--- config.mk ---
export PLATFORM = sky130hd
export DESIGN_NAME = lzhc_ctrl
export DESIGN_NICKNAME = d
export VERILOG_FILES = /design/src/hw/rtl/lzhc_pkg.sv /design/src/hw/rtl/lzhc_ctrl.sv
export SDC_FILE = /design/constraint.sdc
export NUM_CORES = 1
export LEC_CHECK = 0
export BUFFER_PORTS_ARGS = -buffer_cell sky130_fd_sc_hd__buf_2
export CORE_MARGIN = 5
export CORE_UTILIZATION = 57
export DETAILED_ROUTE_END_ITERATION = 10
export PLACE_DENSITY = 0.84
export SKIP_LAST_GASP = 1
export SYNTH_ARGS = -nofsm -noshare
export SYNTH_HDL_FRONTEND = slang
export SYNTH_SLANG_ARGS = --single-unit
--- constraint.sdc ---
create_clock -name aclk -period 3.31 [get_ports aclk]
set_input_delay 0.993 -clock aclk [delete_from_list [all_inputs] [get_ports aclk]]
set_output_delay 0.993 -clock aclk [all_outputs]
set_load 0.05 [all_outputs]
--- src/hw/rtl/lzhc_pkg.sv ---
`default_nettype none
// ----------------------------------------------------------------------------
// lzhc_pkg
// Shared types, constants and helper functions of the LZSS hash-chain match
// finder.
// ----------------------------------------------------------------------------
package lzhc_pkg;

    localparam int WINDOW        = 4096;
    localparam int POS_W         = $clog2(WINDOW);
    localparam int HASH_BITS     = 14;
    localparam int HEAD_COUNT    = 1 << HASH_BITS;
    localparam int CN_DEPTH      = WINDOW + HEAD_COUNT;
    localparam int CN_AW         = $clog2(CN_DEPTH);
    localparam int LINK_W        = $clog2(CN_DEPTH + 1);
    localparam int MAX_LEN_LIMIT = 255;
    localparam int RUN_MAX       = 255;

    // chain_next holds positions below WINDOW and chain heads at and above it
    localparam logic [LINK_W-1:0] LINK_NIL  = LINK_W'(CN_DEPTH);
    localparam logic [LINK_W-1:0] HEAD_BASE = LINK_W'(WINDOW);

    typedef enum logic [1:0] {
        CMD_CLEAR   = 2'd0,
        CMD_PRIME   = 2'd1,
        CMD_ADVANCE = 2'd2,
        CMD_SEARCH  = 2'd3
    } cmd_t;

    typedef enum logic [4:0] {
        OP_NONE, OP_ACCEPT, OP_CLEAR,
        OP_UL_RD, OP_UL_CHK, OP_UL_WUP, OP_UL_WP,
        OP_ADV_WR,
        OP_HS0, OP_HS1, OP_HS2, OP_HS3, OP_HS4,
        OP_LK_RD, OP_LK_W1, OP_LK_W2,
        OP_SR_INIT, OP_SR_RD, OP_SR_NEXT, OP_CMP_RD, OP_CMP_EQ, OP_EVAL,
        OP_RN_START, OP_RN_N, OP_RN_RD, OP_RN_CMP, OP_RN_FIN,
        OP_OUT
    } dp_op_t;

    typedef enum logic [4:0] {
        ST_IDLE, ST_CLEAR,
        ST_UL_RD, ST_UL_CHK, ST_UL_WUP, ST_UL_WP,
        ST_ADV_WR,
        ST_HS0, ST_HS1, ST_HS2, ST_HS3, ST_HS4,
        ST_LK_RD, ST_LK_W1, ST_LK_W2,
        ST_SR_INIT, ST_SR_RD, ST_SR_NEXT, ST_CMP_RD, ST_CMP_EQ, ST_EVAL,
        ST_RN_START, ST_RN_N, ST_RN_RD, ST_RN_CMP, ST_RN_FIN,
        ST_OUT
    } ctl_state_t;

    // what the unlink and hash sequences return to
    typedef enum logic [1:0] {
        CTX_ADV_OLD,
        CTX_ADV_LINK,
        CTX_SEARCH
    } ctx_t;

    typedef struct packed {
        dp_op_t op;
    } dp_cmd_t;

    typedef struct packed {
        logic clr_last;
        logic ul_null;
        logic nx_null;
        logic nx_self;
        logic cmp_eq;
        logic k_lt4;
        logic len_done;
        logic ev_take;
        logic ev_full;
        logic pm_zero;
        logic rn_go;
        logic rn_eq;
        logic n_is1;
        logic j_last;
        logic out_free;
        logic flag;
    } dp_stat_t;

    function automatic logic [7:0] eff_len(input logic [7:0] ml);
        logic [8:0] v;
        begin
            v = {1'b0, ml};
            if (v < 9'd4) v = 9'd4;
            if (v > 9'(MAX_LEN_LIMIT)) v = 9'(MAX_LEN_LIMIT);
            if (WINDOW < 2 * int'(v)) v = 9'(WINDOW / 2 - 1);
            return v[7:0];
        end
    endfunction

    localparam logic [7:0] EFF_RST = eff_len(8'd255);

    function automatic logic [HASH_BITS-1:0] hash4(input logic [7:0] b0,
                                                   input logic [7:0] b1,
                                                   input logic [7:0] b2,
                                                   input logic [7:0] b3);
        logic [15:0] h;
        begin
            h = {8'd0, b0} ^ ({8'd0, b1} << 2) ^ ({8'd0, b2} << 4) ^ ({8'd0, b3} << 6);
            return h[HASH_BITS-1:0];
        end
    endfunction

    // length / period for periods 1..4; divide by 3 via reciprocal 171/512
    function automatic logic [7:0] run_div(input logic [7:0] p, input logic [2:0] per);
        logic [16:0] prod;
        logic [7:0]  q;
        begin
            prod = 17'(p) * 17'd171;
            case (per)
                3'd2:    q = p >> 1;
                3'd3:    q = prod[16:9];
                3'd4:    q = p >> 2;
                default: q = p;
            endcase
            return q;
        end
    endfunction

endpackage
`default_nettype wire

--- src/hw/rtl/lzhc_ctrl.sv ---
`default_nettype none
// ----------------------------------------------------------------------------
// lzhc_ctrl
// Sequencer of the match finder: clear pass, chain unlink/link, chain walk,
// byte compares and run detection.
// ----------------------------------------------------------------------------
module lzhc_ctrl
    import lzhc_pkg::*;
(
    input  wire logic     aclk,
    input  wire logic     aresetn,
    input  wire logic     in_valid,
    input  wire cmd_t     in_cmd,
    output logic          in_ready,
    input  wire dp_stat_t stat,
    output dp_cmd_t       cmd
);

    ctl_state_t state_reg, state_next;
    ctx_t       ctx_reg, ctx_next;
    ctl_state_t ret_st;

    always_ff @(posedge aclk) begin
        if (!aresetn) begin
            state_reg <= ST_CLEAR;
            ctx_reg   <= CTX_SEARCH;
        end else begin
            state_reg <= state_next;
            ctx_reg   <= ctx_next;
        end
    end

    always_comb begin
        case (ctx_reg)
            CTX_ADV_OLD:  ret_st = ST_ADV_WR;
            CTX_ADV_LINK: ret_st = ST_HS0;
            default:      ret_st = ST_RN_START;
        endcase
    end

    // next state
    always_comb begin
        state_next = state_reg;
        ctx_next   = ctx_reg;
        case (state_reg)
            ST_IDLE: begin
                if (in_valid) begin
                    case (in_cmd)
                        CMD_CLEAR:   state_next = ST_CLEAR;
                        CMD_ADVANCE: begin
                            state_next = ST_UL_RD;
                            ctx_next   = CTX_ADV_OLD;
                        end
                        CMD_SEARCH: begin
                            state_next = ST_HS0;
                            ctx_next   = CTX_SEARCH;
                        end
                        default:     state_next = ST_IDLE;
                    endcase
                end
            end
            ST_CLEAR:  if (stat.clr_last) state_next = ST_IDLE;
            ST_UL_RD:  state_next = ST_UL_CHK;
            ST_UL_CHK: state_next = stat.ul_null ? ret_st : ST_UL_WUP;
            ST_UL_WUP: state_next = ST_UL_WP;
            ST_UL_WP:  state_next = ret_st;
            ST_ADV_WR: begin
                if (stat.flag) begin
                    state_next = ST_UL_RD;
                    ctx_next   = CTX_ADV_LINK;
                end else begin
                    state_next = ST_IDLE;
                end
            end
            ST_HS0:    state_next = ST_HS1;
            ST_HS1:    state_next = ST_HS2;
            ST_HS2:    state_next = ST_HS3;
            ST_HS3:    state_next = ST_HS4;
            ST_HS4:    state_next = (ctx_reg == CTX_SEARCH) ? ST_SR_INIT : ST_LK_RD;
            ST_LK_RD:  state_next = ST_LK_W1;
            ST_LK_W1:  state_next = ST_LK_W2;
            ST_LK_W2:  state_next = ST_IDLE;
            ST_SR_INIT: state_next = ST_SR_RD;
            ST_SR_RD:   state_next = ST_SR_NEXT;
            ST_SR_NEXT: begin
                if (stat.nx_null)      state_next = ST_RN_START;
                else if (stat.nx_self) state_next = ST_SR_RD;
                else                   state_next = ST_CMP_RD;
            end
            ST_CMP_RD: state_next = ST_CMP_EQ;
            ST_CMP_EQ: begin
                if (!stat.cmp_eq)       state_next = stat.k_lt4 ? ST_SR_RD : ST_EVAL;
                else if (stat.len_done) state_next = ST_EVAL;
                else                    state_next = ST_CMP_RD;
            end
            ST_EVAL: begin
                if (stat.ev_take && stat.ev_full) begin
                    state_next = ST_UL_RD;
                    ctx_next   = CTX_SEARCH;
                end else begin
                    state_next = ST_SR_RD;
                end
            end
            ST_RN_START: state_next = stat.pm_zero ? ST_RN_FIN : ST_RN_N;
            ST_RN_N: begin
                if (stat.rn_go)      state_next = ST_RN_RD;
                else if (stat.n_is1) state_next = ST_RN_FIN;
                else                 state_next = ST_RN_N;
            end
            ST_RN_RD:  state_next = ST_RN_CMP;
            ST_RN_CMP: begin
                if (!stat.rn_eq)      state_next = stat.n_is1 ? ST_RN_FIN : ST_RN_N;
                else if (stat.j_last) state_next = ST_RN_N;
                else                  state_next = ST_RN_RD;
            end
            ST_RN_FIN: state_next = ST_OUT;
            ST_OUT:    if (stat.out_free) state_next = ST_IDLE;
            default:   state_next = ST_IDLE;
        endcase
    end

    // outputs
    always_comb begin
        in_ready = 1'b0;
        cmd.op   = OP_NONE;
        case (state_reg)
            ST_IDLE: begin
                in_ready = 1'b1;
                cmd.op   = in_valid ? OP_ACCEPT : OP_NONE;
            end
            ST_CLEAR:    cmd.op = OP_CLEAR;
            ST_UL_RD:    cmd.op = OP_UL_RD;
            ST_UL_CHK:   cmd.op = OP_UL_CHK;
            ST_UL_WUP:   cmd.op = OP_UL_WUP;
            ST_UL_WP:    cmd.op = OP_UL_WP;
            ST_ADV_WR:   cmd.op = OP_ADV_WR;
            ST_HS0:      cmd.op = OP_HS0;
            ST_HS1:      cmd.op = OP_HS1;
            ST_HS2:      cmd.op = OP_HS2;
            ST_HS3:      cmd.op = OP_HS3;
            ST_HS4:      cmd.op = OP_HS4;
            ST_LK_RD:    cmd.op = OP_LK_RD;
            ST_LK_W1:    cmd.op = OP_LK_W1;
            ST_LK_W2:    cmd.op = OP_LK_W2;
            ST_SR_INIT:  cmd.op = OP_SR_INIT;
            ST_SR_RD:    cmd.op = OP_SR_RD;
            ST_SR_NEXT:  cmd.op = OP_SR_NEXT;
            ST_CMP_RD:   cmd.op = OP_CMP_RD;
            ST_CMP_EQ:   cmd.op = OP_CMP_EQ;
            ST_EVAL:     cmd.op = OP_EVAL;
            ST_RN_START: cmd.op = OP_RN_START;
            ST_RN_N:     cmd.op = OP_RN_N;
            ST_RN_RD:    cmd.op = OP_RN_RD;
            ST_RN_CMP:   cmd.op = OP_RN_CMP;
            ST_RN_FIN:   cmd.op = OP_RN_FIN;
            ST_OUT:      cmd.op = OP_OUT;
            default:     cmd.op = OP_NONE;
        endcase
    end

endmodule
`default_nettype wire

# Word level (Yosys, flattened, before mapping)
# Index checks and enable logic that the tools add are counted.
[word_totals]
reg_bits = 7
inputBits = 21
output_inout_bits = 6
word_cells = 73
[classes]
n_eq_ne = 36
muxes = 28
reduce_logical = 7
[op_table]
columns = ["op", "count"]
rows = [
  ["$pmux 5 s27", 1],
  ["$pmux 5 s26", 1],
  ["$eq 5x5->1 const B", 11],
  ["$eq 5x4->1 const B", 8],
  ["$mux 5", 6],
  ["$eq 5x3->1 const B", 4],
  ["$mux 2", 6],
  ["$mux 3", 4],
  ["$mux 4", 3],
  ["$eq 5x2->1 const B", 2],
  ["$ne 2x2->1 const B", 5],
  ["$pmux 5 s2", 1],
  ["$pmux 3 s3", 1],
  ["$eq 2x2->1 const B", 3],
  ["$pmux 2 s3", 1],
  ["$eq 5x1->1 const B", 1],
  ["$logic_not 5->1", 1],
  ["$reduce_and 5->1", 1],
  ["$logic_not 2->1", 2],
  ["$pmux 2 s2", 1],
  ["$mux 1", 3],
  ["$ne 3x1->1 const B", 1],
  ["$reduce_and 3->1", 1],
  ["$reduce_bool 3->1", 1],
  ["other kinds (2)", 2],
]

# Longest topological paths before layout
[depth]
ltp_word = 4
ltp_mapped = 8
ltp_nobuf = 7

# Least setup slack after synthesis
# Ideal clock, no wire load.
[synth_timing]
kind = "reg-to-output"
startpoint = "register state_reg[2]"
endpoint = "output cmd[0] in the netlist's numbering"
arrival_time_ns = 2.083
required_ns = 2.317
path_slack_ns = 0.234
stages_incl_launch_ff = 6
path_buffers = 3
path_cell_list = "dfxtp_1 -> buf_2 -> buf_2 -> buf_2 -> and3_1 -> nor3_1"
[synth_rtl]
columns = ["item", "line", "rtl"]
rows = [
  ["start, declared", "lzhc_ctrl.sv:19", "ctl_state_t state_reg, state_next;"],
  ["start signal, assigned", "lzhc_ctrl.sv:28", "state_reg <= state_next;"],
  ["end, declared", "lzhc_ctrl.sv:16", "output dp_cmd_t cmd"],
]

==> summary.txt <==
Critical path's top delay family = simple AND/OR/NAND/NOR gates
WL final = 3080 um
Worst rel slew slack = 50.2%
Max Clock Skew = 0.00409 ns
R2R setup slack = 1.04 ns
Vias in the first global route = 1087
Cell depth of the worst setup path = 4
Reg clk slew, reported paths = 0.05 ns
Leading area contributor after synthesis = dfxtp_1
Seq/Total Area, Yosys = 13.4%
Wirelength per Cell = 15.8 um
Syn Std Cell Area = 1040 um2
Num CTS Buffers = 3
Design Area, Final = 1190 um2
Row count = 15
Crit-path slowest cell = nor4_1
CP Max Fanout = 3
Setup crit start = in_valid
Setup TNS = 0 ns
Final ANT Viol Nets = 0
Total track usage = 23.0%
1st-iter DRT viols = 43
Max Cap Viol = 0
Status = completed
CTS tree = done
Critical Path RT = 2.32 ns
Final GP Congestion = 0.910
Crit path cell chain = buf_2 > nor4_1 > nor3_1 > buf_2
Gr ovfl total = 0
Max clock buf depth = 2
Resized Gates After CTS = 0
Clk Latency, worst-skew pair = 0.25 ns
Fin. Hold Viols = 0
Ant diodes = 0
Max incr delay on CP = 0.35 ns
R2R Path End = state_reg[0]
Number of synthesized register bits = 7
Crit path buf inv count = 2
Pleak = 0.476 nW
Number of setup buffers added after CTS = 0
Placed instance area = 1160 um2
Fmax = 0.362 GHz
Initial antenna violation count = 0
Reg-to-reg critical path startpoint = state_reg[2]
Synth warn = 0
Synth top area share = 13.4%
CP arrival = 1.77 ns
Net count after synthesis = 173
Post-route clock period utilization = 83.4%
Layout cells sized above 1 = 22.9%
Hpwl dp = 2260 um
Via count = 1247
Worst Setup Start Kind = input pin
Prevailing post-synth register cell = dfxtp_1
Final min period = 2.76 ns
DRT Pass-1 Iters = 4
R2R depth = 6
Largest register FFs = 5
Worst setup EP type = output port
Commonest cells after routing, fill and taps aside = buf_2 (26), o21ai_0 (11), nor2_1 (10), nand2b_1 (10), nand2_1 (10)
Count of cell types in the netlist = 54
Avg Cell Area, Syn = 6.95 um2
Die Span Y = 52.8 um
Fill cells = 157
CTS Sinks = 7
Boundary Pins = 27
Number of flops mapped to enable cells by yosys = 0
Core area = 1730 um2
Maximum VDD drop = 205 uV
Max-slew violations = 0
Initial core utilization = 60.4%
Hold WC Path Type = register to register
Post-layout nets = 194
H-tree levels = 1
Vias per cell = 6.39
Post-synth ARST share = 0%
Die area = 2780 um2
Final setup fails = 0
CP Class = input pin to output port
Clk root buf = clkbuf_4
CP Capture Point = cmd[0]
Most used cell, CP = buf_2
PortBufs = 26
Area growth syn-to-layout = 14.2%
Area contributors post-synth = dfxtp_1 (13%), nand2b_1 (6.0%), o21ai_0 (5.3%)
Largest net degree at the start of global routing = 26
Residual DRC = 0
Worst Max-Slew Pin Slew = 0.746 ns
Die X = 52.8 um
Unrepaired setup endpoints after global routing = no
Leading cell type in the layout, fill and taps excluded = buf_2
Mapped Cells = 150
# hold bufs at CTS = 0
First-pass GRT wire length = 4860 um
Pwr Density = 216 nW/um2
layer usage:
layer  up-vias  part of all wire, %  track usage, %  wire [um]
met4         0                  1.5            4.68         47
met2        86                   46            36.2       1420
met1       559                   42            30.8       1300
li1        596                    -               -          -
met5         -                    0               0          0
met3         6                   10            6.55        316
kinds of logic after synthesis:
group | Yosys count | synth area share (%)
XOR/XNOR | 3 | 2.52
multiplexers | 2 | 1.92
flip-flops | 7 | 13.4
AO/OA/AOI/OAI | 43 | 28.6
buffers and inverters | 21 | 9.60
AND/OR/NAND/NOR | 71 | 40.6
adder cells (fa/ha/maj) | 3 | 3.36
worst min-delay path: cells and delay by family (launching register included):
kind	cells	cell delay, ns
and+or+nand+nor	1	0.08
DFF	1	0.34
AOI/OAI and AO/OA	1	0.08
report_power, final:
group / total (mW) / switching (mW) / internal, mW
Sequential: 0.0901 / 0.00324 / 0.0869
Clock: 0.0777 / 0.0317 / 0.0460
Combinational: 0.0894 / 0.0550 / 0.0345
Total: 0.257 / 0.0899 / 0.167
Yosys cell counts (all sizes together) (2+ instances only):
cell type	count
and2	2
or2	3
a221oi	2
o211ai	2
and3b	3
nand3	4
nand4b	4
nor3	7
nor2	10
nand2b	10
nand2	10
dfxtp	7
inv	6
nor2b	3
buf	10
ha	2
o2bb2ai	3
nand3b	3
xnor2	3
mux2i	2
nand4	2
or4	2
clkbuf	5
o21ai	12
a31oi	3
a21oi	7
through the flow:
| stage | worst slack, ns | hold WS, ns | instances | utilization, % | power, mW |
|---|---|---|---|---|---|
| after detailed placement | 0.578 | 0.533 | 191 | 67.4 | 0.179 |
| final | 0.549 | 0.555 | 195 | 68.9 | 0.257 |
| after floorplan | 0.234 | 0.477 | 150 | - | 0.151 |
| after global routing | 0.511 | 0.571 | 195 | 68.9 | 0.274 |
| after global placement | 0.570 | 0.527 | 191 | 67.4 | 0.178 |
| after CTS | 0.575 | 0.548 | 195 | 68.9 | 0.259 |
final cells by class:
cell class	count	area, um2	area share (%)
Multi-Input combinational cell	122	802	67.4
Timing Repair Buffer	31	168	14.1
Sequential cell	7	140	11.8
Tap cell	25	31.3	2.63
Clock buffer	4	26.3	2.21
Inverter	6	22.5	1.89
worst min path at each step:
stage / start / to / depth (start not counted)
after global routing: ctx_reg[1] / state_reg[4] / 2
after global placement: ctx_reg[1] / ctx_reg[1] / 2
after detailed placement: ctx_reg[1] / state_reg[4] / 2
after CTS: ctx_reg[1] / state_reg[4] / 2
after floorplan: ctx_reg[1] / state_reg[4] / 2
final: ctx_reg[1] / state_reg[4] / 2
Power figures use the tool's default switching activity.
